File: src/sv/ssh_pkg.sv
// shared types and constants for the space-saving heavy hitter table
package ssh_pkg;
   localparam int CMD_BITS = 2;
   localparam logic [CMD_BITS-1:0] CMD_ADD   = 2'd0;
   localparam logic [CMD_BITS-1:0] CMD_QUERY = 2'd1;
   localparam logic [CMD_BITS-1:0] CMD_RANK  = 2'd2;
   localparam logic [CMD_BITS-1:0] CMD_CLEAR = 2'd3;
   localparam int MAX_RESULTS = 16;

   typedef struct packed {
      logic [CMD_BITS-1:0] command;
      logic [31:0]         key;
      logic [15:0]         increment;
      logic [4:0]          rank_len;
   } req_type;

   typedef struct packed {
      logic [31:0] result_key;
      logic [31:0] result_count;
      logic        found;
      logic        last;
   } rsp_type;
endpackage

File: src/sv/space_saving_heavy_hitters.sv
// space-saving heavy hitter table, top level
//
// commands enter on req_* when start is high and busy is low. add and
// clear give no result; a query gives one result; a ranking gives one
// result per listed entry (or one empty result), last marking the end.
// results appear on rsp_* for one cycle with rsp_valid; the receiver
// cannot stall them.
// slot state lives in one memory (key, count, arrival) read one slot a
// cycle through a registered read port. an add or query scans every
// slot; a query's result appears in the last cycle that busy is high.
// a ranking runs one scan per listed entry. clear is busy for one cycle.
// the user must write capacity_in_use with csr_we only while the block
// is idle; the block itself does not enforce this.
// reset empties the table (valid bits are flip-flops), sets
// capacity_in_use to 16 and the arrival sequence to zero.
module space_saving_heavy_hitters #(
   parameter int CAPACITY = 16,
   parameter int KEY_BITS = 32
) (
   input  logic             clock,
   input  logic             reset,
   input  logic             start,
   output logic             busy,
   input  ssh_pkg::req_type req_data,
   output logic             rsp_valid,
   output ssh_pkg::rsp_type rsp_data,
   input  logic             csr_we,
   input  logic [4:0]       csr_wdata
);
   import ssh_pkg::*;

   localparam int IW = $clog2(CAPACITY);
   localparam int CW = $clog2(CAPACITY + 1);
   localparam int EW = KEY_BITS + 64;

   typedef enum logic [4:0] {
      S_IDLE  = 5'b00001,
      S_SCAN  = 5'b00010,
      S_WRITE = 5'b00100,
      S_EMIT  = 5'b01000,
      S_DONE  = 5'b10000
   } state_type;

   logic [EW-1:0] mem [CAPACITY];
   logic [EW-1:0] rd_ff;

   state_type state_ff, state_in;
   logic [CAPACITY-1:0] valid_ff, valid_in, taken_ff, taken_in;
   logic [31:0] seq_ff, seq_in;
   logic [4:0]  cap_ff;
   req_type     req_ff, req_in;
   logic [IW:0] addr_ff, addr_in;
   logic        rv_ff, rv_in;
   logic [IW-1:0] rd_idx_ff, rd_idx_in;
   logic        hit_ff, hit_in, vic_ok_ff, vic_ok_in, fr_ok_ff, fr_ok_in;
   logic        best_ok_ff, best_ok_in;
   logic [IW-1:0] hit_idx_ff, hit_idx_in, vic_ff, vic_in, fr_ff, fr_in;
   logic [IW-1:0] best_ff, best_in;
   logic [31:0] hit_cnt_ff, hit_cnt_in, vic_cnt_ff, vic_cnt_in, vic_age_ff, vic_age_in;
   logic [31:0] best_cnt_ff, best_cnt_in;
   logic [KEY_BITS-1:0] best_key_ff, best_key_in;
   logic [CW-1:0] used_ff, used_in;
   logic [4:0]  nres_ff, nres_in;
   logic        out_v_ff, out_v_in;
   rsp_type     out_ff, out_in;
   logic        we;
   logic [IW-1:0] wa;
   logic [EW-1:0] wd;

   logic [KEY_BITS-1:0] ekey, rkey;
   logic [31:0] rcnt, rarr, age, capv;
   logic [4:0] want;
   logic [32:0] sum;

   assign ekey = KEY_BITS'(req_ff.key);
   assign rkey = rd_ff[EW-1:64];
   assign rcnt = rd_ff[63:32];
   assign rarr = rd_ff[31:0];
   assign age  = seq_ff - rarr;

   always_ff @(posedge clock) begin
      if (we) mem[wa] <= wd;
      rd_ff <= mem[addr_ff[IW-1:0]];
   end

   always_comb begin
      if (cap_ff == 5'd0) capv = 32'd1;
      else if (32'(cap_ff) > 32'(CAPACITY)) capv = 32'(CAPACITY);
      else capv = 32'(cap_ff);
      want = (req_ff.rank_len > 5'(MAX_RESULTS)) ? 5'(MAX_RESULTS) : req_ff.rank_len;
   end

   always_comb begin
      state_in = state_ff; valid_in = valid_ff; taken_in = taken_ff; seq_in = seq_ff;
      req_in = req_ff; addr_in = addr_ff; rv_in = 1'b0; rd_idx_in = rd_idx_ff;
      hit_in = hit_ff; hit_idx_in = hit_idx_ff; hit_cnt_in = hit_cnt_ff;
      vic_ok_in = vic_ok_ff; vic_in = vic_ff; vic_cnt_in = vic_cnt_ff; vic_age_in = vic_age_ff;
      fr_ok_in = fr_ok_ff; fr_in = fr_ff; used_in = used_ff;
      best_ok_in = best_ok_ff; best_in = best_ff; best_cnt_in = best_cnt_ff;
      best_key_in = best_key_ff; nres_in = nres_ff;
      out_v_in = 1'b0; out_in = out_ff;
      we = 1'b0; wa = '0; wd = '0; sum = '0;
      case (state_ff)
         S_IDLE: begin
            if (start) begin
               req_in = req_data;
               if (req_data.command == CMD_CLEAR) begin
                  valid_in = '0;
                  state_in = S_DONE;
               end else begin
                  addr_in = '0; hit_in = 1'b0; vic_ok_in = 1'b0; fr_ok_in = 1'b0;
                  used_in = '0; best_ok_in = 1'b0; taken_in = '0; nres_in = '0;
                  state_in = S_SCAN;
               end
            end
         end
         S_SCAN: begin
            if (addr_ff < (IW+1)'(CAPACITY)) begin
               rv_in = 1'b1; rd_idx_in = addr_ff[IW-1:0];
               addr_in = addr_ff + (IW+1)'(1);
            end
            if (rv_ff) begin
               if (valid_ff[rd_idx_ff]) begin
                  used_in = used_ff + CW'(1);
                  if (rkey == ekey && !hit_ff) begin
                     hit_in = 1'b1; hit_idx_in = rd_idx_ff; hit_cnt_in = rcnt;
                  end
                  if (!vic_ok_ff || rcnt < vic_cnt_ff ||
                      (rcnt == vic_cnt_ff && age > vic_age_ff)) begin
                     vic_ok_in = 1'b1; vic_in = rd_idx_ff;
                     vic_cnt_in = rcnt; vic_age_in = age;
                  end
                  if (!taken_ff[rd_idx_ff] && (!best_ok_ff || rcnt > best_cnt_ff)) begin
                     best_ok_in = 1'b1; best_in = rd_idx_ff;
                     best_cnt_in = rcnt; best_key_in = rkey;
                  end
               end else if (!fr_ok_ff) begin
                  fr_ok_in = 1'b1; fr_in = rd_idx_ff;
               end
            end
            if (!rv_ff && addr_ff == (IW+1)'(CAPACITY) && !rv_in) begin
               state_in = (req_ff.command == CMD_ADD) ? S_WRITE : S_EMIT;
            end
         end
         S_WRITE: begin
            we = 1'b1;
            if (hit_ff) begin
               sum = {1'b0, hit_cnt_ff} + 33'(req_ff.increment);
               wa = hit_idx_ff;
               wd = {ekey, sum[32] ? 32'hFFFF_FFFF : sum[31:0], seq_ff};
            end else if (32'(used_ff) < capv && fr_ok_ff) begin
               wa = fr_ff; valid_in[fr_ff] = 1'b1;
               wd = {ekey, 16'd0, req_ff.increment, seq_ff};
            end else begin
               sum = {1'b0, vic_cnt_ff} + 33'(req_ff.increment);
               wa = vic_ff; we = vic_ok_ff;
               wd = {ekey, sum[32] ? 32'hFFFF_FFFF : sum[31:0], seq_ff};
            end
            seq_in = seq_ff + 32'd1;
            state_in = S_DONE;
         end
         S_EMIT: begin
            out_v_in = 1'b1;
            if (req_ff.command == CMD_QUERY) begin
               out_in.result_key = 32'(ekey);
               out_in.result_count = hit_ff ? hit_cnt_ff : 32'd0;
               out_in.found = hit_ff; out_in.last = 1'b1;
               state_in = S_DONE;
            end else if (nres_ff == 5'd0 && (want == 5'd0 || !best_ok_ff)) begin
               out_in = '0; out_in.last = 1'b1;
               state_in = S_DONE;
            end else begin
               out_in.result_key = 32'(best_key_ff);
               out_in.result_count = best_cnt_ff;
               out_in.found = 1'b1;
               nres_in = nres_ff + 5'd1;
               taken_in[best_ff] = 1'b1;
               if (nres_in == want || 32'(nres_in) == 32'(used_ff)) begin
                  out_in.last = 1'b1; state_in = S_DONE;
               end else begin
                  out_in.last = 1'b0;
                  addr_in = '0; best_ok_in = 1'b0; used_in = '0; state_in = S_SCAN;
               end
            end
         end
         S_DONE: state_in = S_IDLE;
         default: state_in = S_IDLE;
      endcase
   end

   always_ff @(posedge clock) begin
      if (reset) begin
         state_ff <= S_IDLE; valid_ff <= '0; seq_ff <= '0; cap_ff <= 5'd16;
         rv_ff <= 1'b0; out_v_ff <= 1'b0;
      end else begin
         state_ff <= state_in; valid_ff <= valid_in; seq_ff <= seq_in;
         rv_ff <= rv_in; out_v_ff <= out_v_in;
         if (csr_we) cap_ff <= csr_wdata;
      end
      taken_ff <= taken_in; req_ff <= req_in; addr_ff <= addr_in; rd_idx_ff <= rd_idx_in;
      hit_ff <= hit_in; hit_idx_ff <= hit_idx_in; hit_cnt_ff <= hit_cnt_in;
      vic_ok_ff <= vic_ok_in; vic_ff <= vic_in; vic_cnt_ff <= vic_cnt_in;
      vic_age_ff <= vic_age_in; fr_ok_ff <= fr_ok_in; fr_ff <= fr_in; used_ff <= used_in;
      best_ok_ff <= best_ok_in; best_ff <= best_in; best_cnt_ff <= best_cnt_in;
      best_key_ff <= best_key_in; nres_ff <= nres_in; out_ff <= out_in;
   end

   assign busy = (state_ff != S_IDLE);
   assign rsp_valid = out_v_ff;
   assign rsp_data = out_ff;
endmodule
File: config.mk
export PLATFORM = sky130hd
export DESIGN_NAME = space_saving_heavy_hitters
export DESIGN_NICKNAME = d
export VERILOG_FILES = /design/src/sv/ssh_pkg.sv /design/src/sv/space_saving_heavy_hitters.sv
export SDC_FILE = /design/constraint.sdc
export NUM_CORES = 2
export LEC_CHECK = 0
export BUFFER_PORTS_ARGS = -buffer_cell sky130_fd_sc_hd__buf_2
export CAP_MARGIN = 40
export CORE_UTILIZATION = 45
export CTS_CLUSTER_SIZE = 40
export DETAILED_ROUTE_END_ITERATION = 7
export GPL_TIMING_DRIVEN = 0
export PLACE_DENSITY = 0.7
export SLEW_MARGIN = 20
export SYNTH_ARGS = -nofsm -noshare
export SYNTH_HDL_FRONTEND = slang
export SYNTH_SLANG_ARGS = --single-unit
File: constraint.sdc
create_clock -name clock -period 12.8 [get_ports clock]
set_input_delay 1.28 -clock clock [delete_from_list [all_inputs] [get_ports clock]]
set_output_delay 1.28 -clock clock [all_outputs]
set_load 0.02 [all_outputs]
==> reports/qor.csv <==
stage,metric,value,unit
status,status,finished clean,
sta,Finish-stage setup viols,0,
cts,clk slew on worst S/H paths,0.06,ns
global_route,grt total ovfl,0,
cts,CTS tree,yes,
logic_synthesis,main area contributors after synthesis,"edfxtp_1, mux4_2, dfxtp_1, ha_1, xor2_1",
logic_synthesis,Post-synth EDFFs,1872,
finish,area occupied by multi-input gates,21100,um^2
detailed_routing,Via-to-Cell Ratio,5.94,
logic_synthesis,most common cell in the synthesized netlist,edfxtp_1,
logic_synthesis,Post-synth ARST share,0,
place,Post-DP HPWL,137,mm
logic_synthesis,Seq cells post-synth,2028,
critical_path,crit start category,flop,
finish,final std cells w/o fill,7293,
logic_synthesis,sequential fraction of the synthesis area,0.728,
cts,# hold bufs at CTS,0,
logic_synthesis,most instantiated cells after synthesis,"edfxtp_1, mux4_2, ha_1",
critical_path,"Req. time, crit path",13.31,ns
detailed_routing,Post-Route WL,202,mm
cts,CTS buffer count,197,
cts,clock sinks,2028,
die,Core Box Area,179000,um^2
cts,total setup buffers inserted after CTS,0,
power,worst vdd rail ir drop,0.132,mV
finish,layout cells sized above 1,0.255,
detailed_routing,via count,43342,
place,post-place setup slack,6.93,ns
power,Pwr per Cell Area,175,nW/um^2
sta,final worst slack,6.86,ns
hold_path,hold path depth,0,
logic_synthesis,ys flop type,edfxtp_1,
logic_synthesis,Synth Warn #,0,
critical_path,Worst Path Arrival,6.45,ns
critical_path,crit end category,flop,
detailed_routing,DRT iter0 DRCs,5313,
cts,CTS root buf,clkbuf_16,
logic_synthesis,Cells after Synth,4221,
logic_synthesis,"Cell Area, Synth",81500,um^2
logic_synthesis,area share of the largest cell type after synthesis,0.690,
cts,Clock Tree Buf Depth,3,
critical_path,R2R depth,19,
logic_synthesis,mean cell area of the mapped netlist,19.3,um^2
global_route,initial antenna violation count,9,
detailed_routing,drt wl/cell,27.7,um
detailed_routing,antenna-violating nets left,0,
finish,filler cell count,13470,
hold_path,Worst Hold Class,flop to flop,
critical_path,CP Class,flop to flop,
finish,Area Growth Syn to Fin,17.4,%
power,Pleak,0.0305,uW
sta,Final Max Slew Viols,0,
detailed_routing,DRC viols,0,
die,die area,183000,um^2
sta,hold_ws,0.462,ns
die,IO Count,132,
logic_synthesis,syn nets,4457,
finish,Util after Layout,0.534,
detailed_routing,first drt pass iteration count,5,
logic_synthesis,Cell variety after synth,83,
sta,final hold viol count,0,
cts,Post-CTS Resized,0,
sta,Final min period,5.94,ns
global_route,number of global-route vias before repair,43770,
sta,slew margin rel.,0.380,
global_route,GRT Overall Usage,0.221,
sta,RSZ-0062 raised after global routing,false,
logic_synthesis,Synth area leader,edfxtp_1,
die,Vert. Die Dim,427,um
place,Placer Congestion,0.844,
global_route,largest net degree at the start of global routing,37,
die,die width,427,um
sta,fmax,0.168,GHz
global_route,first-pass GRT wire length,294,mm
finish,Reg area,59300,um^2
die,Initial Util,0.455,
cts,H-tree levels,4,
place,Post-Place Cells,6902,
finish,NumNets Final,4993,
sta,Least-Margin Pin Slew,0.929,ns
job,max-capacitance violation count,0,
cts,clock latency on the worst-skew pair,0.83,ns
die,row count,155,
sta,Final Cycle Share,0.464,
power,PnR Total Power,16700,uW
critical_path,crit-path max FO,17,
sta,clock skew,0.0395,ns
place,Port Buf Inserts,129,
## path summary, 6_finish.rpt
kind / from / end / slack (ns)
setup / recovery: rd_ff[12] / vic_age_ff[21] / 6.86
hold / removal: addr_ff[2] / rd_idx_ff[2] / 0.46
setup reg to reg: rd_ff[12] / vic_age_ff[21] / 6.86
hold reg to reg: addr_ff[2] / rd_idx_ff[2] / 0.46
## placed cells by master, fill, tap and decap left out, types with 52 or more instances in the layout
master	instances
buf_12	62
xnor2_1	67
edfxtp_1	1872
clkbuf_1	168
a21oi_1	114
a21o_1	52
dfxtp_1	156
xor2_1	77
ha_1	169
and3_1	73
a22o_1	64
nand2_1	97
buf_2	174
mux4_2	489
inv_1	161
nor2_1	135
o21ai_0	64
clkbuf_16	201
## critical path: stages, from the launching register on
cell      delay, ns
dfxtp_1        0.38
inv_1          0.06
ha_1           0.28
buf_2          0.18
a21oi_4        0.17
o211ai_1       0.12
a221oi_1       0.36
o41ai_2        0.21
o41ai_2        0.51
o21ai_0        0.29
o311ai_1       0.52
ha_1           0.34
nand2_1        0.07
nor2_1         0.08
nand4_1        0.24
nand3_1        0.27
a21o_1         0.38
a21oi_4        0.70
buf_16         0.24
buf_16         0.17
## routing by layer
layer / vias up / track usage / wire [um]
met1: 22636 / 0.302 / 79600
met2: 2074 / 0.365 / 99300
met4: 2 / 0.0701 / 6110
met5: - / 0 / 13
met3: 304 / 0.0344 / 17200
li1: 18326 / - / -
## through the flow
step	area (um^2)	setup TNS, ns
after floorplan	81500	0
after global placement	85100	-521.62
after detailed placement	88800	0
after CTS	95500	0
after global routing	95600	0
final	95600	0
## cell families (layout without fill, tap and decap cells)
family	count (synthesis)	after routing	share of synthesized area
xor+xnor	144	144	0.0155
other cells	0	5	0
compound gates	476	476	0.0408
buf+inv	338	1050	0.0162
simple gates	560	560	0.0355
fa+ha+maj	172	172	0.0267
flops	2028	2028	0.728
mux	503	503	0.137
## power by group
group          switching (uW)  internal [uW]  leakage (uW)
Sequential                191           7410        0.0171
Clock                    2500           3430       0.00325
Combinational            1970           1210        0.0101
Total                    4660          12000        0.0305
## registers in the layout, summed over array words and instances (netlist names), 16 cells and up
register / count
ekey: 32
taken_ff: 16
best_key_ff: 32
vic_age_ff: 32
vic_cnt_ff: 32
req_ff: 23
hit_cnt_ff: 32
seq_ff: 32
valid_ff: 16
mem: 1536
best_cnt_ff: 32
rd_ff: 96
rsp_data: 66
## area by class of cell
class | instances | area share
Clock inverter | 103 | 0.0124
Timing Repair Buffer | 337 | 0.0438
Buffer | 175 | 0.00759
Clock buffer | 272 | 0.0575
Multi-Input combinational cell | 1855 | 0.221
Antenna cell | 5 | 0.000131
Sequential cell | 2028 | 0.621
Tap cell | 2355 | 0.0308
Inverter | 163 | 0.00643
Power figures use the tool's default switching activity.
